`src/design/jfe_pkg.sv`:
```
// ----------------------------------------------------------------------------
// jfe_pkg
// Shared types and constants of the JPEG frame extractor: command codes,
// marker bytes, capacity limit and the records passed from front to back.
// ----------------------------------------------------------------------------
package jfe_pkg;

  localparam int unsigned CountW = 21;
  localparam int unsigned AddrW  = 32;
  localparam int unsigned ByteW  = 8;

  // Hard upper bound on the usable store size.
  localparam logic [CountW-1:0] MaxCapacity = 21'd1048576;

  localparam logic [ByteW-1:0] MarkerPrefix = 8'hFF;
  localparam logic [ByteW-1:0] MarkerSoi    = 8'hD8;
  localparam logic [ByteW-1:0] MarkerEoi    = 8'hD9;

  // Depth of the queue between front and back.
  localparam int unsigned QueueDepth = 2;
  localparam int unsigned QueuePtrW  = $clog2(QueueDepth);
  localparam int unsigned QueueCntW  = $clog2(QueueDepth + 1);

  typedef enum logic [1:0] {
    CmdData  = 2'd0,
    CmdStart = 2'd1,
    CmdAbort = 2'd2
  } cmd_e;

  // One result as the front decides it; the back adds the base address.
  typedef struct packed {
    logic              wr_en;
    logic [CountW-1:0] offset;
    logic [ByteW-1:0]  wr_byte;
    logic              frame_end;
    logic [CountW-1:0] size;
    logic              overflow;
  } result_t;

  // All results caused by one request: one or two.
  typedef struct packed {
    logic    two;
    result_t r0;
    result_t r1;
  } entry_t;

  typedef struct packed {
    logic full;
    logic empty;
  } qstat_t;

endpackage

```
`src/design/jfe_if.sv`:
```
// ----------------------------------------------------------------------------
// jfe_in_if / jfe_out_if
// Valid/ready channels carrying camera requests in and store writes out.
// ----------------------------------------------------------------------------
interface jfe_in_if;
  logic       valid;
  logic       ready;
  logic [1:0] command;
  logic [7:0] data_byte;

  modport source (output valid, command, data_byte, input ready);
  modport sink   (input valid, command, data_byte, output ready);
endinterface

interface jfe_out_if;
  logic        valid;
  logic        ready;
  logic        write_enable;
  logic [31:0] write_address;
  logic [7:0]  write_byte;
  logic        frame_end;
  logic [20:0] frame_size;
  logic        overflow;
  logic        last_of_run;

  modport source (output valid, write_enable, write_address, write_byte, frame_end,
                  frame_size, overflow, last_of_run, input ready);
  modport sink   (input valid, write_enable, write_address, write_byte, frame_end,
                  frame_size, overflow, last_of_run, output ready);
endinterface

```
`src/design/jfe_front.sv`:
```
// ----------------------------------------------------------------------------
// jfe_front
// Accepts requests, tracks the marker hunt and byte count, and queues the
// results that each request causes.
// ----------------------------------------------------------------------------
module jfe_front (
  input  logic                         clk_i,
  input  logic                         rst_ni,
  jfe_in_if.sink                       req_i,
  input  logic [jfe_pkg::CountW-1:0]   cfg_cap_i,
  input  jfe_pkg::qstat_t              qstat_i,
  output logic                         push_o,
  output jfe_pkg::entry_t              entry_o
);

  logic                       armed_q, armed_d;
  logic                       in_frame_q, in_frame_d;
  logic                       prev_ff_q, prev_ff_d;
  logic [jfe_pkg::CountW-1:0] count_q, count_d;

  logic                       accept;
  logic [jfe_pkg::CountW-1:0] cap;
  logic [jfe_pkg::CountW-1:0] count_inc;
  logic                       is_ff;
  logic                       is_end;
  jfe_pkg::result_t           ovf_res;

  assign req_i.ready = !qstat_i.full;
  assign accept      = req_i.valid && req_i.ready;

  assign cap       = (cfg_cap_i > jfe_pkg::MaxCapacity) ? jfe_pkg::MaxCapacity : cfg_cap_i;
  assign count_inc = count_q + jfe_pkg::CountW'(1);
  assign is_ff     = (req_i.data_byte == jfe_pkg::MarkerPrefix);
  assign is_end    = prev_ff_q && (req_i.data_byte == jfe_pkg::MarkerEoi);

  always_comb begin
    ovf_res          = '0;
    ovf_res.overflow = 1'b1;
  end

  always_comb begin
    armed_d    = armed_q;
    in_frame_d = in_frame_q;
    prev_ff_d  = prev_ff_q;
    count_d    = count_q;
    push_o     = 1'b0;
    entry_o    = '0;
    if (accept) begin
      case (jfe_pkg::cmd_e'(req_i.command))
        jfe_pkg::CmdStart: begin
          armed_d    = 1'b1;
          in_frame_d = 1'b0;
          prev_ff_d  = 1'b0;
          count_d    = '0;
        end
        jfe_pkg::CmdAbort: begin
          armed_d = 1'b0;
        end
        jfe_pkg::CmdData: begin
          if (armed_q && !in_frame_q) begin
            if (prev_ff_q && (req_i.data_byte == jfe_pkg::MarkerSoi)) begin
              push_o = 1'b1;
              if (cap == '0) begin
                entry_o.r0 = ovf_res;
                armed_d    = 1'b0;
                in_frame_d = 1'b0;
                prev_ff_d  = 1'b0;
                count_d    = '0;
              end else begin
                entry_o.two          = 1'b1;
                entry_o.r0.wr_en     = 1'b1;
                entry_o.r0.offset    = '0;
                entry_o.r0.wr_byte   = jfe_pkg::MarkerPrefix;
                entry_o.r0.size      = jfe_pkg::CountW'(1);
                if (cap == jfe_pkg::CountW'(1)) begin
                  entry_o.r1 = ovf_res;
                  armed_d    = 1'b0;
                  in_frame_d = 1'b0;
                  prev_ff_d  = 1'b0;
                  count_d    = '0;
                end else begin
                  entry_o.r1.wr_en   = 1'b1;
                  entry_o.r1.offset  = jfe_pkg::CountW'(1);
                  entry_o.r1.wr_byte = jfe_pkg::MarkerSoi;
                  entry_o.r1.size    = jfe_pkg::CountW'(2);
                  in_frame_d         = 1'b1;
                  prev_ff_d          = 1'b0;
                  count_d            = jfe_pkg::CountW'(2);
                end
              end
            end else begin
              prev_ff_d = is_ff;
            end
          end else if (armed_q) begin
            push_o = 1'b1;
            if (count_q >= cap) begin
              entry_o.r0 = ovf_res;
              armed_d    = 1'b0;
              in_frame_d = 1'b0;
              prev_ff_d  = 1'b0;
              count_d    = '0;
            end else begin
              entry_o.r0.wr_en     = 1'b1;
              entry_o.r0.offset    = count_q;
              entry_o.r0.wr_byte   = req_i.data_byte;
              entry_o.r0.frame_end = is_end;
              entry_o.r0.size      = count_inc;
              count_d              = count_inc;
              prev_ff_d            = is_ff;
              if (is_end) begin
                armed_d    = 1'b0;
                in_frame_d = 1'b0;
                prev_ff_d  = 1'b0;
              end
            end
          end
        end
        default: begin
        end
      endcase
    end
  end

  always_ff @(posedge clk_i or negedge rst_ni) begin
    if (!rst_ni) begin
      armed_q    <= 1'b1;
      in_frame_q <= 1'b0;
      prev_ff_q  <= 1'b0;
      count_q    <= '0;
    end else begin
      armed_q    <= armed_d;
      in_frame_q <= in_frame_d;
      prev_ff_q  <= prev_ff_d;
      count_q    <= count_d;
    end
  end

endmodule

```
`src/design/jfe_queue.sv`:
```
// ----------------------------------------------------------------------------
// jfe_queue
// Short FIFO of result entries between the front and the back.
// ----------------------------------------------------------------------------
module jfe_queue (
  input  logic            clk_i,
  input  logic            rst_ni,
  input  logic            push_i,
  input  jfe_pkg::entry_t entry_i,
  input  logic            pop_i,
  output jfe_pkg::entry_t head_o,
  output jfe_pkg::qstat_t qstat_o
);

  jfe_pkg::entry_t                mem_q [jfe_pkg::QueueDepth];
  logic [jfe_pkg::QueuePtrW-1:0]  wr_ptr_q, rd_ptr_q;
  logic [jfe_pkg::QueueCntW-1:0]  cnt_q, cnt_d;
  logic                           do_push, do_pop;

  assign qstat_o.full  = (cnt_q == jfe_pkg::QueueCntW'(jfe_pkg::QueueDepth));
  assign qstat_o.empty = (cnt_q == '0);
  assign do_push       = push_i && !qstat_o.full;
  assign do_pop        = pop_i && !qstat_o.empty;
  assign head_o        = mem_q[rd_ptr_q];

  always_comb begin
    cnt_d = cnt_q;
    if (do_push && !do_pop) begin
      cnt_d = cnt_q + jfe_pkg::QueueCntW'(1);
    end else if (do_pop && !do_push) begin
      cnt_d = cnt_q - jfe_pkg::QueueCntW'(1);
    end
  end

  always_ff @(posedge clk_i) begin
    if (do_push) begin
      mem_q[wr_ptr_q] <= entry_i;
    end
  end

  always_ff @(posedge clk_i or negedge rst_ni) begin
    if (!rst_ni) begin
      wr_ptr_q <= '0;
      rd_ptr_q <= '0;
      cnt_q    <= '0;
    end else begin
      cnt_q <= cnt_d;
      if (do_push) begin
        wr_ptr_q <= (wr_ptr_q == jfe_pkg::QueuePtrW'(jfe_pkg::QueueDepth - 1))
                    ? '0 : wr_ptr_q + jfe_pkg::QueuePtrW'(1);
      end
      if (do_pop) begin
        rd_ptr_q <= (rd_ptr_q == jfe_pkg::QueuePtrW'(jfe_pkg::QueueDepth - 1))
                    ? '0 : rd_ptr_q + jfe_pkg::QueuePtrW'(1);
      end
    end
  end

endmodule

```
`src/design/jfe_back.sv`:
```
// ----------------------------------------------------------------------------
// jfe_back
// Drains queued entries one result per cycle when not stalled, forms the
// store address and holds each result in the output register until taken.
// ----------------------------------------------------------------------------
module jfe_back (
  input  logic                       clk_i,
  input  logic                       rst_ni,
  input  jfe_pkg::entry_t            head_i,
  input  jfe_pkg::qstat_t            qstat_i,
  input  logic [jfe_pkg::AddrW-1:0]  cfg_base_i,
  output logic                       pop_o,
  jfe_out_if.source                  res_o
);

  logic                       valid_q, valid_d;
  logic                       sel_q, sel_d;
  logic                       wr_en_q;
  logic [jfe_pkg::AddrW-1:0]  addr_q;
  logic [jfe_pkg::ByteW-1:0]  byte_q;
  logic                       end_q;
  logic [jfe_pkg::CountW-1:0] size_q;
  logic                       ovf_q;
  logic                       last_q;

  logic                       load;
  logic                       last;
  jfe_pkg::result_t           cur;
  logic [jfe_pkg::AddrW-1:0]  addr;

  assign load  = !qstat_i.empty && (!valid_q || res_o.ready);
  assign cur   = sel_q ? head_i.r1 : head_i.r0;
  assign last  = !head_i.two || sel_q;
  assign pop_o = load && last;
  assign addr  = cur.wr_en
                 ? cfg_base_i + jfe_pkg::AddrW'(cur.offset)
                 : '0;

  always_comb begin
    valid_d = valid_q && !res_o.ready;
    sel_d   = sel_q;
    if (load) begin
      valid_d = 1'b1;
      sel_d   = !last;
    end
  end

  always_ff @(posedge clk_i or negedge rst_ni) begin
    if (!rst_ni) begin
      valid_q <= 1'b0;
      sel_q   <= 1'b0;
    end else begin
      valid_q <= valid_d;
      sel_q   <= sel_d;
    end
  end

  always_ff @(posedge clk_i) begin
    if (load) begin
      wr_en_q <= cur.wr_en;
      addr_q  <= addr;
      byte_q  <= cur.wr_byte;
      end_q   <= cur.frame_end;
      size_q  <= cur.size;
      ovf_q   <= cur.overflow;
      last_q  <= last;
    end
  end

  assign res_o.valid         = valid_q;
  assign res_o.write_enable  = wr_en_q;
  assign res_o.write_address = addr_q;
  assign res_o.write_byte    = byte_q;
  assign res_o.frame_end     = end_q;
  assign res_o.frame_size    = size_q;
  assign res_o.overflow      = ovf_q;
  assign res_o.last_of_run   = last_q;

endmodule

```
`src/design/jpeg_frame_extractor.sv`:
```
// ----------------------------------------------------------------------------
// jpeg_frame_extractor
// Captures one JPEG frame from a camera byte stream into a frame store.
// ----------------------------------------------------------------------------
// The block takes one request per cycle: a camera byte, a start command or an
// abort command. While armed it hunts for the start marker FF D8 (the FF may
// come in an earlier request), then emits store writes at frame_base plus a
// running offset, both marker bytes first, until the end marker FF D9, which
// is flagged with frame_end and disarms the block until the next start. A
// byte that would land at or beyond the capacity (the smaller of
// frame_capacity and 1 MiB) yields a single overflow result instead and
// disarms. A request is accepted every cycle as long as the two-entry result
// queue has room; results leave through a registered output at one per cycle
// while the receiver takes them. The request that completes the start marker
// yields two results (one at capacity zero), any other request that gives a
// result yields one. A result passes the result queue and then the output
// register before it is offered. The user must write configuration through
// cfg_we_i while no results are pending; the block does not enforce it.
module jpeg_frame_extractor (
  input  logic        clk_i,
  input  logic        rst_ni,
  jfe_in_if.sink      req_i,
  jfe_out_if.source   res_o,
  input  logic        cfg_we_i,
  input  logic        cfg_index_i,
  input  logic [31:0] cfg_wdata_i
);

  localparam logic IdxBase     = 1'b0;
  localparam logic IdxCapacity = 1'b1;

  logic [jfe_pkg::AddrW-1:0]  base_q;
  logic [jfe_pkg::CountW-1:0] cap_q;

  logic                       push;
  logic                       pop;
  jfe_pkg::entry_t            entry;
  jfe_pkg::entry_t            head;
  jfe_pkg::qstat_t            qstat;

  // Configuration registers: take the write on the edge, no read-back.
  always_ff @(posedge clk_i or negedge rst_ni) begin
    if (!rst_ni) begin
      base_q <= '0;
      cap_q  <= 21'd65536;
    end else if (cfg_we_i) begin
      unique case (cfg_index_i)
        IdxBase:     base_q <= cfg_wdata_i;
        IdxCapacity: cap_q  <= cfg_wdata_i[jfe_pkg::CountW-1:0];
        default: begin
        end
      endcase
    end
  end

  // Front: classify the request, advance the hunt and byte count, and queue
  // the results it causes.
  jfe_front u_front (
    .clk_i     (clk_i),
    .rst_ni    (rst_ni),
    .req_i     (req_i),
    .cfg_cap_i (cap_q),
    .qstat_i   (qstat),
    .push_o    (push),
    .entry_o   (entry)
  );

  // Queue: decouple request acceptance from result delivery.
  jfe_queue u_queue (
    .clk_i   (clk_i),
    .rst_ni  (rst_ni),
    .push_i  (push),
    .entry_i (entry),
    .pop_i   (pop),
    .head_o  (head),
    .qstat_o (qstat)
  );

  // Back: drain entries, add the base address and hold the output register.
  jfe_back u_back (
    .clk_i      (clk_i),
    .rst_ni     (rst_ni),
    .head_i     (head),
    .qstat_i    (qstat),
    .cfg_base_i (base_q),
    .pop_o      (pop),
    .res_o      (res_o)
  );

  // The front never pushes into a full queue.
  assert property (@(posedge clk_i) disable iff (!rst_ni) push |-> !qstat.full)
    else $error("result entry pushed into full queue");

  // An overflow result carries no store write.
  assert property (@(posedge clk_i) disable iff (!rst_ni)
    (res_o.valid && res_o.overflow) |-> (!res_o.write_enable && res_o.frame_size == '0))
    else $error("overflow result with write payload");

  // A frame end is always a write and always the last result of its request.
  assert property (@(posedge clk_i) disable iff (!rst_ni)
    (res_o.valid && res_o.frame_end) |-> (res_o.write_enable && res_o.last_of_run))
    else $error("frame end without closing write");

  // A write never reports an empty or oversized store.
  assert property (@(posedge clk_i) disable iff (!rst_ni)
    (res_o.valid && res_o.write_enable) |->
      (res_o.frame_size != '0 && res_o.frame_size <= jfe_pkg::MaxCapacity))
    else $error("write with bad frame size");

endmodule

```
`src/flat_wrapper.sv`:
```
// flat-port wrapper written by rule: the top's interface ports become plain ports
module jpeg_frame_extractor_flat 
  (clk_i, rst_ni, cfg_we_i, cfg_index_i, cfg_wdata_i, req_i_valid, req_i_command, req_i_data_byte, req_i_ready, res_o_valid, res_o_write_enable, res_o_write_address, res_o_write_byte, res_o_frame_end, res_o_frame_size, res_o_overflow, res_o_last_of_run, res_o_ready);
  jfe_in_if req_i_i ();
  jfe_out_if res_o_i ();
  input  logic clk_i;
  input  logic rst_ni;
  input  logic cfg_we_i;
  input  logic cfg_index_i;
  input  logic [31:0] cfg_wdata_i;
  input wire logic [$bits(req_i_i.valid)-1:0] req_i_valid;
  input wire logic [$bits(req_i_i.command)-1:0] req_i_command;
  input wire logic [$bits(req_i_i.data_byte)-1:0] req_i_data_byte;
  output wire logic [$bits(req_i_i.ready)-1:0] req_i_ready;
  output wire logic [$bits(res_o_i.valid)-1:0] res_o_valid;
  output wire logic [$bits(res_o_i.write_enable)-1:0] res_o_write_enable;
  output wire logic [$bits(res_o_i.write_address)-1:0] res_o_write_address;
  output wire logic [$bits(res_o_i.write_byte)-1:0] res_o_write_byte;
  output wire logic [$bits(res_o_i.frame_end)-1:0] res_o_frame_end;
  output wire logic [$bits(res_o_i.frame_size)-1:0] res_o_frame_size;
  output wire logic [$bits(res_o_i.overflow)-1:0] res_o_overflow;
  output wire logic [$bits(res_o_i.last_of_run)-1:0] res_o_last_of_run;
  input wire logic [$bits(res_o_i.ready)-1:0] res_o_ready;
  assign req_i_i.valid = req_i_valid;
  assign req_i_i.command = req_i_command;
  assign req_i_i.data_byte = req_i_data_byte;
  assign req_i_ready = req_i_i.ready;
  assign res_o_valid = res_o_i.valid;
  assign res_o_write_enable = res_o_i.write_enable;
  assign res_o_write_address = res_o_i.write_address;
  assign res_o_write_byte = res_o_i.write_byte;
  assign res_o_frame_end = res_o_i.frame_end;
  assign res_o_frame_size = res_o_i.frame_size;
  assign res_o_overflow = res_o_i.overflow;
  assign res_o_last_of_run = res_o_i.last_of_run;
  assign res_o_i.ready = res_o_ready;
  jpeg_frame_extractor u_core (.clk_i(clk_i), .rst_ni(rst_ni), .req_i(req_i_i), .res_o(res_o_i), .cfg_we_i(cfg_we_i), .cfg_index_i(cfg_index_i), .cfg_wdata_i(cfg_wdata_i));
endmodule
```
`config.mk`:
```
export PLATFORM = sky130hd
export DESIGN_NAME = jpeg_frame_extractor_flat
export DESIGN_NICKNAME = d
export VERILOG_FILES = /design/src/design/jfe_pkg.sv /design/src/design/jfe_if.sv /design/src/design/jfe_front.sv /design/src/design/jfe_queue.sv /design/src/design/jfe_back.sv /design/src/design/jpeg_frame_extractor.sv /design/src/flat_wrapper.sv
export SDC_FILE = /design/constraint.sdc
export NUM_CORES = 1
export LEC_CHECK = 0
export BUFFER_PORTS_ARGS = -buffer_cell sky130_fd_sc_hd__clkbuf_2
export CORE_MARGIN = 2
export CORE_UTILIZATION = 50
export CTS_CLUSTER_DIAMETER = 60
export DETAILED_ROUTE_END_ITERATION = 8
export GPL_TIMING_DRIVEN = 0
export MAX_ROUTING_LAYER = met4
export PLACE_DENSITY_LB_ADDON = 0.15
export RECOVER_POWER = 100
export SYNTH_ARGS = -nofsm -noshare
export SYNTH_HDL_FRONTEND = slang
export SYNTH_SLANG_ARGS = --single-unit
```
`constraint.sdc`:
```
create_clock -name clk_i -period 6.7 [get_ports clk_i]
set_clock_uncertainty 0.15 [all_clocks]
set_input_delay 1.34 -clock clk_i [delete_from_list [all_inputs] [get_ports clk_i]]
set_output_delay 1.34 -clock clk_i [all_outputs]
set_load 0.005 [all_outputs]
```
=== Word-level counts from Yosys, hierarchy flattened ===
Memories as Yosys holds them, arrays and structs flattened.
Index checks and enable logic that the tools add are counted.
Widths: inputs -> output; s select.

* Equal/unequal tests: 11
* Div/mod/pow operators: 0
* $add $sub $neg: 6
* Multiplexer cells: 59
* Order comparisons: 2
* Reduce and logical (&&, ||, !) cells: 34
* Shift operators: 0
* Bitwise logic cells: 1
* Multiply operators: 0

{| class="wikitable"
|+ Operator list
! kind !! number
|-
| $mux 107 || 3
|-
| $mux 53 || 5
|-
| $mux 21 || 6
|-
| $mux 30 || 2
|-
| $mux 52 || 1
|-
| $pmux 21 s2 || 1
|-
| $mux 1 || 35
|-
| $add 32x21->32 || 1
|-
| $eq 8x8->1 const B || 3
|-
| $add 21x1->21 const B || 1
|-
| $eq 21x1->1 const B || 1
|-
| $ge 21x21->1 || 1
|-
| $gt 21x21->1 const B || 1
|-
| $logic_not 21->1 || 1
|-
| $logic_and 1x1->1 || 11
|-
| $logic_not 1->1 || 9
|-
| $ne 4x4->1 const B || 2
|-
| $reduce_and 4->1 || 2
|-
| $mux 2 || 3
|-
| $ne 3x3->1 const B || 2
|-
| $reduce_and 5->1 || 1
|-
| $eq 2x2->1 const B || 2
|-
| $logic_not 2->1 || 2
|-
| $pmux 1 s2 || 2
|-
| 11 further kinds || 15
|}

* Input port bits: 48
* Latch bits: 0
* Bits in writable memories: 214
* Register bits after elaboration: 148
* Memories: 1
* Logic and storage cells: 132
* ROM bits: 0
* Output and inout port bits: 67

{| class="wikitable"
|+ Memory list
! memory !! depth !! bits a word !! read ports !! clocked after Yosys merged registers in !! write ports !! line !! text
|-
| u_core.u_queue.mem_q || 2 || 107 || 1 || 0 || 1 || jfe_queue.sv:15 || <nowiki>jfe_pkg::entry_t mem_q [jfe_pkg::QueueDepth];</nowiki>
|}

=== Logic depth before layout (Yosys ltp) ===
Gate-level depths: netlist (run 1).

* Word-level depth: 11
* Depth in mapped cells: 15
* Mapped depth without buffers: 13

=== Hierarchy ===
A second synthesis (run 1) with hierarchy kept.

* Cell total of the unflattened synthesis: 1248
* Area total of the unflattened synthesis: 17458.0 um^2

{| class="wikitable"
|+ By module, submodules not included
! module !! area each (um^2) !! seq. area each (um^2) !! instances !! cells an instance
|-
| jfe_queue || 7987.7 || 6526.3 || 1 || 352
|-
| jfe_back || 4322.9 || 2001.9 || 1 || 390
|-
| jfe_front || 3108.0 || 601.8 || 1 || 392
|-
| jpeg_frame_extractor || 2039.5 || 1327.5 || 1 || 114
|}

=== Worst setup path after synthesis (run 1) ===
OpenSTA, ideal clock, no wires.

* Path type: input port to flip-flop
* Start: in res_o_ready
* End: reg u_core.u_queue.cnt_q[1] (netlist bit)
* Slack: 0.680 ns
* Buffers on the path: 0
* Setup time: 0.079 ns
* Cell stages on the path: 7
* Data arrival time: 5.791 ns
* Cells stage by stage: inv_1 a21oi_1 nand2_1 ha_1 xor2_1 nor2_1 xor2_1

* Cells in the longest elaborated chain, start to end: 7
* Elaborated cells on any way between the ends: 9
* Those cells by class: mux (1); reduce/logical (8)

{| class="wikitable"
|+ RTL lines
! element !! line !! text
|-
| start, declared || flat_wrapper.sv:23 || <nowiki>input wire logic [$bits(res_o_i.ready)-1:0] res_o_ready;</nowiki>
|-
| $logic_or 1x1->1 (*) || jfe_back.sv:31 || <nowiki>assign load = !qstat_i.empty && (!valid_q || res_o.ready);</nowiki>
|-
| $logic_and 1x1->1 (*) || jfe_back.sv:31 ||
|-
| via u_core.u_back.load || jfe_back.sv:26 || <nowiki>logic load;</nowiki>
|-
| $logic_and 1x1->1 (*) || jfe_back.sv:34 || <nowiki>assign pop_o = load && last;</nowiki>
|-
| $logic_and 1x1->1 (*) || jfe_queue.sv:23 || <nowiki>assign do_pop = pop_i && !qstat_o.empty;</nowiki>
|-
| $logic_not 1->1 || jfe_queue.sv:28 || <nowiki>if (do_push && !do_pop) begin</nowiki>
|-
| $logic_and 1x1->1 || jfe_queue.sv:28 ||
|-
| $mux 2 or $reduce_bool 2->1 (tied branches) || - ||
|-
| end signal, assigned || jfe_queue.sv:47 || <nowiki>cnt_q <= cnt_d;</nowiki>
|-
| end, declared || jfe_queue.sv:17 || <nowiki>logic [jfe_pkg::QueueCntW-1:0] cnt_q, cnt_d;</nowiki>
|}

Mark *: on every way through the listed nets, which the timed path passes. The rest lies on a longest branch.
A chain may end at the register's enable or synchronous reset.

=== Worst setup path after layout (run 1) ===
* Start: in req_i_data_byte[1]
* End: mem u_core.u_queue.mem_q[1][67] (netlist bit), enable pin

* Cells in the longest elaborated chain, start to end: 9

{| class="wikitable"
|+ RTL lines
! element !! line !! text
|-
| start, declared || flat_wrapper.sv:13 || <nowiki>input wire logic [$bits(req_i_i.data_byte)-1:0] req_i_data_byte;</nowiki>
|-
| $eq 8x8->1 || jfe_front.sv:61 || <nowiki>if (prev_ff_q && (req_i.data_byte == jfe_pkg::MarkerSoi)) begin</nowiki>
|-
| $logic_and 1x1->1 || jfe_front.sv:61 ||
|-
| $mux 1 || jfe_front.sv:61 ||
|-
| $mux 1 || jfe_front.sv:60 || <nowiki>if (armed_q && !in_frame_q) begin</nowiki>
|-
| $mux 1 || jfe_front.sv:49 || <nowiki>case (jfe_pkg::cmd_e'(req_i.command))</nowiki>
|-
| $mux 1 || jfe_front.sv:48 || <nowiki>if (accept) begin</nowiki>
|-
| $logic_and 1x1->1 || jfe_queue.sv:22 || <nowiki>assign do_push = push_i && !qstat_o.full;</nowiki>
|-
| via u_core.u_queue.do_push || jfe_queue.sv:18 || <nowiki>logic do_push, do_pop;</nowiki>
|-
| $mux 1 || jfe_queue.sv:36 || <nowiki>if (do_push) begin</nowiki>
|-
| $mux 1 (not written as such) || jfe_queue.sv:37 || <nowiki>mem_q[wr_ptr_q] <= entry_i;</nowiki>
|-
| end, declared || jfe_queue.sv:15 ||
|}

The timed path passes the listed nets, and every way through them passes these cells.

==> results of run 1 <==
cell families (layout without fill, tap and decap cells):
family / Yosys count / after routing / synth area share, %
adders and majority gates: 45 / 45 / 4.60
DFF: 260 / 260 / 59.7
and+or+nand+nor: 335 / 335 / 12.8
buffers and inverters: 68 / 234 / 2.36
muxes: 103 / 103 / 8.96
xor gates and xnor gates: 40 / 40 / 2.83
AOI/OAI and AO/OA: 170 / 170 / 8.77
through the flow:
step / instances / power [mW]
floorplan: 1021 / 3.64
global route: 1511 / 6.28
global placement: 1457 / 4.27
detailed placement: 1461 / 4.32
finish: 1511 / 5.92
CTS: 1511 / 6.01
Yosys cell counts, types with 8 or more instances:
cell      count
nor3_1       22
a21oi_1      39
inv_1        18
buf_2        14
nand2_1      69
nand3_1      21
a31oi_1      28
nor2_1      126
o211ai_1     10
edfxtp_1    177
mux2_2       54
nand4_1       8
and3_1       14
o21ai_0      40
clkbuf_1     25
mux2i_1      48
dfrtp_1      81
nand2b_1     12
and2_1       26
or3_1         8
xor2_1       17
xnor2_1      23
ha_1         44
final timing paths:
kind / startpoint / end / slack [ps] / cells past startpoint
worst max-delay path: req_i_data_byte[1] / u_core.u_queue.mem_q[1][67] / 1050 / 7
worst min-delay path: u_core.u_front.prev_ff_q / u_core.u_front.prev_ff_q / 320 / 2
worst max register to register: u_core.cap_q[12] / u_core.u_queue.mem_q[0][54] / 1240 / 15
worst min register to register: u_core.u_front.prev_ff_q / u_core.u_front.prev_ff_q / 320 / 2
max in group asynchronous: rst_ni / u_core.base_q[14] / 1650 / 2
min in group asynchronous: rst_ni / u_core.u_back.res_o.valid / 1210 / 1
area by class of cell:
cell class,count,share of cell area (%)
plain buffers,49,1.35
clock buffers,30,4.94
clock inverters,20,2.09
inverters,19,0.498
multi-input cells,693,32.7
flip-flops and latches,260,51.7
well taps,324,2.83
repair buffers,116,3.96
per-layer routing:
metal | GRT usage, % | part of all wire [%]
met5 | - | 0
met4 | 5.84 | 2.0
met3 | 2.93 | 4.5
met2 | 35.1 | 49
met1 | 29.2 | 45
worst max-delay path: stages:
cell and delay (ps):
clkbuf_1 110, nor4b_1 390, and2_0 200, and2b_1 220, o211ai_1 150, inv_1 150, and2_0 2960
registers in the layout, summed over array words and instances (netlist names), 2 cells and up:
signal / flops
u_core.u_back.res_o.frame_size: 21
u_core.u_back.res_o.write_address: 32
u_core.cap_q: 21
u_core.u_queue.cnt_q: 2
u_core.u_front.count_q: 21
u_core.u_back.res_o.write_byte: 8
u_core.base_q: 32
u_core.u_queue.mem_q: 112
where the power goes:
group,internal [mW],switching (mW)
clock,1.04,0.640
sequential,2.13,0.115
combinational,0.763,1.24
total,3.93,1.99
==> run_results.csv, run 1 <==
group,metric,value,unit
synth,avgSynthCellArea,12.1,µm²
floorplanning,io-pin-count,115,
sta,rsz0062_at_grt,"no",
status,failed_checks,"capacitance limit, slew limit",
worst_hold_path,min_path_type,"reg2reg",
clocking,cts-resized-gates,0,
route,dr.pass1.iters,6,
synth,syn-cell-area,12400,µm²
placement,io_buffers,112,
sta,finalMaxSlewViolations,201,
sta,hold_violations,0,
pwr,power_leakage,5.68,nW
layout,finalInstanceArea,14300,µm²
sta,min_period,5650,ps
synth,synth-async-reset-ratio,31.9,%
route,drt_wl_total,27.5,mm
sta,setup_ws,1050,ps
floorplanning,die_area,26100,µm²
worst_setup_path,worst_setup_path_end_kind,"flop",
global_route,grt_max_degree,57,
clocking,root_buffer,"clkbuf_16",
synth,ys_seq_area_share,59.7,%
route,vias,8489,
clocking,postCtsSetupRepairBufs,0,
floorplanning,rows,57,
global_route,grt_pass1_wl,43.3,mm
clocking,worstSkewPairLatency,540,ps
status,status,"finished, violations left",
clocking,path_clk_slew,70,ps
worst_setup_path,cp_data_required_time,6600,ps
worst_setup_path,crit_type,"in2reg",
floorplanning,dieWidth,161,µm
placement,gp_congestion,0.907,
placement,dpl_worst_slack,1550,ps
flow_run,cap_violations,5,
sta,worstMarginPinSlew,4100,ps
worst_setup_path,crit_arrival,5550,ps
synth,synth_top_area_cell,"edfxtp_1",
route,routed_via_density,5.62,
route,route.detailed.drc,0,
global_route,antenna_found_initial,0,
layout,final_nets,1259,
worst_setup_path,cp-start-kind,"input port",
worst_setup_path,worstPathMaxFanout,56,
synth,ys.flop_type,"edfxtp_1",
clocking,cts_made_buffers,27,
layout,multi_input_area,4680,µm²
layout,final_cell_mix,"177 x edfxtp_1, 127 x nor2_1, 92 x clkbuf_2",
floorplanning,start_util,51.0,%
synth,syn_nets,1114,
sta,slew_headroom,-174,%
layout,drive_gt1_share,17.7,%
sta,tns,0,ps
layout,final-seq-area,7390,µm²
synth,synth_area_leaders,"edfxtp_1 43%, dfrtp_1 16%, mux2_2 4.9%",
route,drtAntennaViolNets,0,
sta,clock.fmax,0.177,GHz
synth,synth_edf_count,177,
global_route,grt_overflow,0,
clocking,htreeDepth,1,
layout,n_antenna_cell,0,
global_route,grt_pass1_vias,8230,
pwr,irDropWorstVdd,0.197,mV
synth,yosys_register_bits,260,
synth,synth_top_area_share,42.9,%
global_route,grtUsageTotal,21.7,%
clocking,clk_path_buf_depth,3,
route,wl_per_cell,18.2,µm
synth,postSynthCellCount,1021,
synth,yosysUniqueCellTypes,65,
floorplanning,core,24300,µm²
layout,syn_to_final_growth,15.5,%
layout,fillCellCount,2028,
route,drtIter0Drc,477,
sta,fin_crit_sh,84.3,%
floorplanning,die-height,161,µm
sta,whs,319,ps
layout,final_core_util,58.9,%
synth,ys_warn_count,0,
clocking,ctsHoldBuffers,0,
clocking,numClockSinks,260,
placement,post-dp-hpwl,19.5,mm
placement,postPlaceCellArea,13500,µm²
pwr,powerDensity,414,nW/µm²
clocking,cts_tree,"yes",
sta,setup_viol,0,
layout,final_common_cell,"edfxtp_1",
Power figures use the tool's default switching activity.
==> run 2: changes to the inputs <==
==> constraint.sdc (replaced) <==
create_clock -name clk_i -period 5.58 [get_ports clk_i]
set_clock_uncertainty 0.15 [all_clocks]
set_input_delay 1.116 -clock clk_i [delete_from_list [all_inputs] [get_ports clk_i]]
set_output_delay 1.116 -clock clk_i [all_outputs]
set_load 0.005 [all_outputs]
==> run_results.csv, run 2 (synthesis gave the netlist of run 1 again) <==
group,metric,value,unit
worst_setup_path,crit_arrival,5400,ps
pwr,combPwrFrac,34.0,%
worst_setup_path,max_stage_delay,790,ps
pwr,powerDensity,492,nW/µm²
pwr,switching_share,33.9,%
clocking,numClockSinks,260,
sta,finalMaxSlewViolations,201,
sta,min_period,5170,ps
sta,tns,0,ps
sta,fin_crit_sh,92.6,%
clocking,root_buffer,"clkbuf_16",
placement,gp_congestion,0.901,
global_route,grt_pass1_wl,43.4,mm
status,failed_checks,"capacitance limit, slew limit",
clocking,cts-resized-gates,0,
flow_run,cap_violations,5,
floorplanning,core,24300,µm²
pwr,clkPwrFrac,27.7,%
sta,worstMarginPinSlew,2800,ps
layout,top_register,"u_core.u_queue.mem_q",
worst_setup_path,worst_setup_path_end_kind,"flop",
placement,post-dp-hpwl,19.6,mm
route,vias,8532,
clocking,cts_tree,"yes",
layout,drive_gt1_share,17.7,%
worst_setup_path,crit_type,"reg2reg",
route,routed_via_density,5.64,
sta,setup_viol,0,
worst_setup_path,critPathSlowestCell,"nor3b_1",
layout,final_nets,1260,
worst_hold_path,min_path_type,"reg2reg",
layout,fillCellCount,2069,
global_route,grtUsageTotal,21.8,%
clocking,cts_made_buffers,28,
route,wl_per_cell,18.3,µm
sta,hold_violations,0,
layout,largest_reg_flops,112,
worst_setup_path,cp_data_required_time,5810,ps
global_route,grt_overflow,0,
route,dr.pass1.iters,5,
floorplanning,die_area,26100,µm²
route,drt_wl_total,27.7,mm
sta,rsz0062_at_grt,"no",
clocking,worstSkewPairLatency,550,ps
worst_setup_path,worstPathMaxFanout,10,
status,status,"finished, violations left",
pwr,power_leakage,5.70,nW
sta,slew_headroom,-86.7,%
floorplanning,die-height,161,µm
worst_setup_path,path_cells,"nor4_1, nand4_1, o31ai_1, clkbuf_1, nand2_1, ha_1, a21o_1, a221o_1, a21oi_1, o211ai_1, nor3b_1, buf_6, clkbuf_1, and2_0",
clocking,clk_path_buf_depth,3,
sta,clock.fmax,0.193,GHz
worst_setup_path,ff2ff_path_depth,14,
global_route,antenna_found_initial,0,
pwr,irDropWorstVdd,0.219,mV
route,drtIter0Drc,631,
sta,setup_ws,411,ps
worst_setup_path,cp-start-kind,"flop",
floorplanning,dieWidth,161,µm
global_route,grt_pass1_vias,8191,
layout,n_antenna_cell,0,
layout,final_common_cell,"edfxtp_1",
layout,syn_to_final_growth,15.5,%
layout,final_cell_mix,"177 x edfxtp_1, 127 x nor2_1, 92 x clkbuf_2",
clocking,postCtsSetupRepairBufs,0,
clocking,path_clk_slew,60,ps
global_route,grt_max_degree,58,
worst_setup_path,cp_common_cell,"clkbuf_1",
placement,dpl_worst_slack,467,ps
route,route.detailed.drc,0,
pwr,seq_power_share,38.3,%
clocking,htreeDepth,1,
worst_hold_path,hold_depth,2,
floorplanning,rows,57,
worst_setup_path,rrSetupSlack,410,ps
route,drtAntennaViolNets,0,
pwr,p_switching,2.39,mW
pwr,internal_power,4.65,mW
clocking,ctsHoldBuffers,0,
floorplanning,io-pin-count,115,
placement,io_buffers,112,
floorplanning,start_util,51.0,%
run 2: cell type report:
type,instances,area [µm²],share of cell area [%]
Clock inverter,15,191,1.34
Inverter,19,71.3,0.498
Multi-Input combinational cell,693,4680,32.7
Buffer,49,210,1.47
Clock buffer,37,785,5.48
Tap cell,324,405,2.83
Timing Repair Buffer,116,574,4.01
Sequential cell,260,7390,51.7
run 2: worst paths after layout:
kind	startpoint	end
max	u_core.cap_q[12]	u_core.u_queue.mem_q[0][90]
min	u_core.u_front.prev_ff_q	u_core.u_front.prev_ff_q
max reg2reg	u_core.cap_q[12]	u_core.u_queue.mem_q[0][90]
min reg2reg	u_core.u_front.prev_ff_q	u_core.u_front.prev_ff_q
max in group asynchronous	rst_ni	u_core.base_q[0]
min in group asynchronous	rst_ni	u_core.u_back.sel_q
run 2: power groups by stage:
stage                     sequential [mW]  combinational [mW]  clock [mW]
final                                2.70                2.39        1.95
after global routing                 2.73                2.67        2.05
after CTS                            2.69                2.46        1.97
after detailed placement             2.73                2.45           0
after global placement               2.74                2.37           0
after floorplan                      2.75                1.61           0
run 2: routing by layer:
layer / GRT usage (%) / wire, µm
met4: 5.24 / 493
met3: 2.67 / 1150
met1: 29.8 / 12600
met5: - / 0
met2: 35.1 / 13500
run 2: through the flow:
step	power (mW)	cell area, µm²	hold slack (ps)	std cells	utilization, %
2_1_floorplan	4.36	12400	290	1021	-
3_3_place_gp	5.11	13400	307	1457	55.0
3_5_place_dp	5.18	13500	335	1461	55.4
4_1_cts	7.13	14500	349	1513	59.4
5_1_grt	7.45	14300	354	1513	58.8
6_report	7.03	14300	345	1513	58.8
run 2: worst max-delay path: cells and delay by family (launching register included):
kind            cells  cell delay, ps
compound gates      5            1260
fa+ha+maj           1             310
buf+inv             3            1000
flops               1             400
simple gates        5            1870
==> run 3: changes to the inputs <==
--- a/config.mk
+++ b/config.mk
@@ -5,9 +5,11 @@
 export SDC_FILE = /design/constraint.sdc
 export NUM_CORES = 1
 export LEC_CHECK = 0
+export ABC_AREA = 1
 export BUFFER_PORTS_ARGS = -buffer_cell sky130_fd_sc_hd__clkbuf_2
 export CORE_MARGIN = 2
 export CORE_UTILIZATION = 50
+export CTS_BUF_LIST = sky130_fd_sc_hd__clkbuf_16
 export CTS_CLUSTER_DIAMETER = 60
 export DETAILED_ROUTE_END_ITERATION = 8
 export GPL_TIMING_DRIVEN = 0
==> run_results.csv, run 3 <==
group,metric,value,unit
worst_hold_path,hold_end,"u_core.u_front.armed_q",
worst_hold_path,min_path_type,"reg2reg",
route,drt_wl_total,32.1,mm
pwr,powerDensity,473,nW/µm²
synth,postSynthCellCount,1321,
pwr,irDropWorstVdd,0.288,mV
worst_setup_path,cp_top_family,"compound AO/OA/AOI/OAI gates",
sta,tns,0,ps
clocking,htreeDepth,1,
sta,slew_headroom,-31.2,%
layout,largest_reg_flops,112,
sta,rsz0062_at_grt,"no",
clocking,worstSkewPairLatency,550,ps
clocking,cts-resized-gates,0,
sta,worstMarginPinSlew,1970,ps
pwr,seq_power_share,39.1,%
pwr,switching_share,33.9,%
global_route,grt_max_degree,54,
synth,ys_warn_count,0,
floorplanning,io-pin-count,115,
synth,ys.flop_type,"edfxtp_1",
worst_setup_path,cp_data_required_time,5730,ps
worst_setup_path,cp_common_cell,"o21ai_0",
pwr,combPwrFrac,30.0,%
synth,synth_edf_count,177,
pwr,clkPwrFrac,30.8,%
global_route,grt_pass1_vias,9248,
clocking,path_clk_slew,60,ps
worst_setup_path,reg2reg_from,"u_core.u_queue.rd_ptr_q",
synth,yosys_register_bits,260,
layout,final_common_cell,"nor2_1",
synth,synth_top_area_share,41.8,%
flow_run,cap_violations,4,
clocking,root_buffer,"clkbuf_16",
layout,final_cell_mix,"244 x nor2_1, 215 x nand2_1, 177 x edfxtp_1",
floorplanning,start_util,50.7,%
worst_setup_path,crit_arrival,4650,ps
worst_setup_path,rrSetupSlack,1080,ps
route,vias,9786,
pwr,power_leakage,6.13,nW
worst_setup_path,ff2ff_path_depth,16,
synth,synth_most_common_cell,"nor2_1",
global_route,grt_overflow,0,
sta,setup_ws,1080,ps
synth,yosysUniqueCellTypes,48,
sta,hold_violations,0,
placement,dpl_worst_slack,1500,ps
global_route,antenna_found_initial,0,
layout,final_nets,1564,
worst_setup_path,max_stage_delay,490,ps
floorplanning,die_area,26700,µm²
synth,syn_nets,1414,
floorplanning,rows,58,
sta,whs,344,ps
floorplanning,dieWidth,164,µm
sta,min_period,4500,ps
synth,avgSynthCellArea,9.63,µm²
worst_setup_path,path_cells,"inv_1, clkbuf_1, clkbuf_1, nor2_1, o21ai_0, ha_1, inv_1, fa_1, o21ai_0, a21oi_1, o21ai_0, a21oi_1, o21ai_0, nand2_1, nand2_1, nor2_1",
route,wl_per_cell,17.6,µm
pwr,internal_power,4.60,mW
status,failed_checks,"capacitance limit, slew limit",
sta,fin_crit_sh,80.7,%
synth,synth-async-reset-ratio,31.9,%
synth,synth_commonest_cells,"242 x nor2_1, 215 x nand2_1, 177 x edfxtp_1",
status,status,"finished, violations left",
clocking,cts_tree,"yes",
global_route,grtUsageTotal,25.0,%
worst_hold_path,hold_path.startpoint,"u_core.u_front.armed_q",
floorplanning,core,25100,µm²
global_route,grt_pass1_wl,50.3,mm
route,drtIter0Drc,843,
clocking,cts_made_buffers,30,
layout,n_antenna_cell,0,
sta,finalMaxSlewViolations,125,
clocking,clk_path_buf_depth,3,
route,drtAntennaViolNets,0,
pwr,p_switching,2.35,mW
layout,top_register,"u_core.u_queue.mem_q",
sta,clock.fmax,0.222,GHz
clocking,ctsHoldBuffers,0,
worst_setup_path,reg2reg_to,"u_core.u_back.res_o.write_address[20]",
layout,drive_gt1_share,11.8,%
route,route.detailed.drc,0,
worst_setup_path,critPathSlowestCell,"clkbuf_1",
placement,io_buffers,114,
placement,post-dp-hpwl,23.8,mm
synth,syn-cell-area,12700,µm²
route,routed_via_density,5.36,
floorplanning,die-height,164,µm
synth,ys_seq_area_share,58.1,%
clocking,postCtsSetupRepairBufs,0,
layout,syn_to_final_growth,15.6,%
route,dr.pass1.iters,5,
worst_setup_path,worstPathMaxFanout,10,
layout,fillCellCount,2262,
layout,finalInstanceArea,14700,µm²
synth,synth_area_leaders,"edfxtp_1 42%, dfrtp_1 16%, nor2_1 7.1%",
clocking,numClockSinks,260,
placement,gp_congestion,0.947,
sta,setup_viol,0,
worst_hold_path,hold_depth,2,
layout,final_core_util,58.6,%
worst_setup_path,crit_type,"reg2reg",
worst_setup_path,worst_setup_path_end_kind,"flop",
worst_setup_path,cp-start-kind,"flop",
worst_setup_path,cp_num_buf_inv,4,
placement,postPlaceCellArea,13800,µm²
synth,synth_top_area_cell,"edfxtp_1",
-- run 3: power groups by stage --
stage / logic, mW / clock network [mW] / registers, mW
after floorplan: 1.35 / 0 / 2.76
after global placement: 2.11 / 0 / 2.76
after detailed placement: 2.16 / 0 / 2.75
after CTS: 2.18 / 2.18 / 2.72
after global routing: 2.39 / 2.25 / 2.75
final: 2.09 / 2.14 / 2.72
-- run 3: kinds of logic after synthesis --
kind of cell	synth area share, %
DFF	58.1
adders and majority gates	4.49
buffers and inverters	5.19
AOI/OAI and AO/OA	11.4
xor gates and xnor gates	0.689
muxes	0.531
and+or+nand+nor	19.5
-- run 3: per-stage QoR --
stage	power [mW]	instances
global placement	4.87	1765
detailed placement	4.91	1769
CTS	7.07	1825
finish	6.95	1825
floorplan	4.11	1321
global route	7.39	1825
-- run 3: worst max path at each step --
stage / slack [ps] / to / start / cells past startpoint
2_1_floorplan: 700 / u_core.u_queue.mem_q[0][0] / req_i_data_byte[5] / 7
3_3_place_gp: -1080 / u_core.u_queue.mem_q[1][70] / req_i_data_byte[5] / 8
3_5_place_dp: 1500 / u_core.u_back.res_o.write_address[20] / u_core.u_queue.rd_ptr_q / 16
4_1_cts: 1500 / u_core.u_back.res_o.write_address[20] / u_core.u_queue.rd_ptr_q / 16
5_1_grt: 690 / u_core.u_back.res_o.write_address[16] / u_core.u_queue.rd_ptr_q / 16
6_report: 1080 / u_core.u_back.res_o.write_address[20] / u_core.u_queue.rd_ptr_q / 16
-- run 3: per-layer routing --
| metal | track usage (%) | wire length, µm | share of wire (%) | vias up |
|---|---|---|---|---|
| met1 | 35.9 | 14900 | 46 | 4658 |
| met5 | - | 0 | 0 | - |
| met2 | 37.6 | 14500 | 45 | 278 |
| li1 | - | - | - | 4805 |
| met3 | 4.14 | 2120 | 6.6 | 45 |
| met4 | 5.82 | 597 | 1.9 | 0 |
-- run 3: tightest hold or removal path: stages (launching register included) --
cell and delay (ps):
dfstp_2 390, nand2_1 60, nand2_1 40
-- run 3: cell type report --
class / instances / area (µm²) / area share (%)
flip-flops and latches: 260 / 7390 / 50.3
multi-input cells: 895 / 4550 / 30.9
clock buffers: 31 / 776 / 5.28
repair buffers: 118 / 599 / 4.08
inverters: 128 / 483 / 3.28
well taps: 330 / 413 / 2.81
clock inverters: 25 / 319 / 2.17
plain buffers: 38 / 171 / 1.17
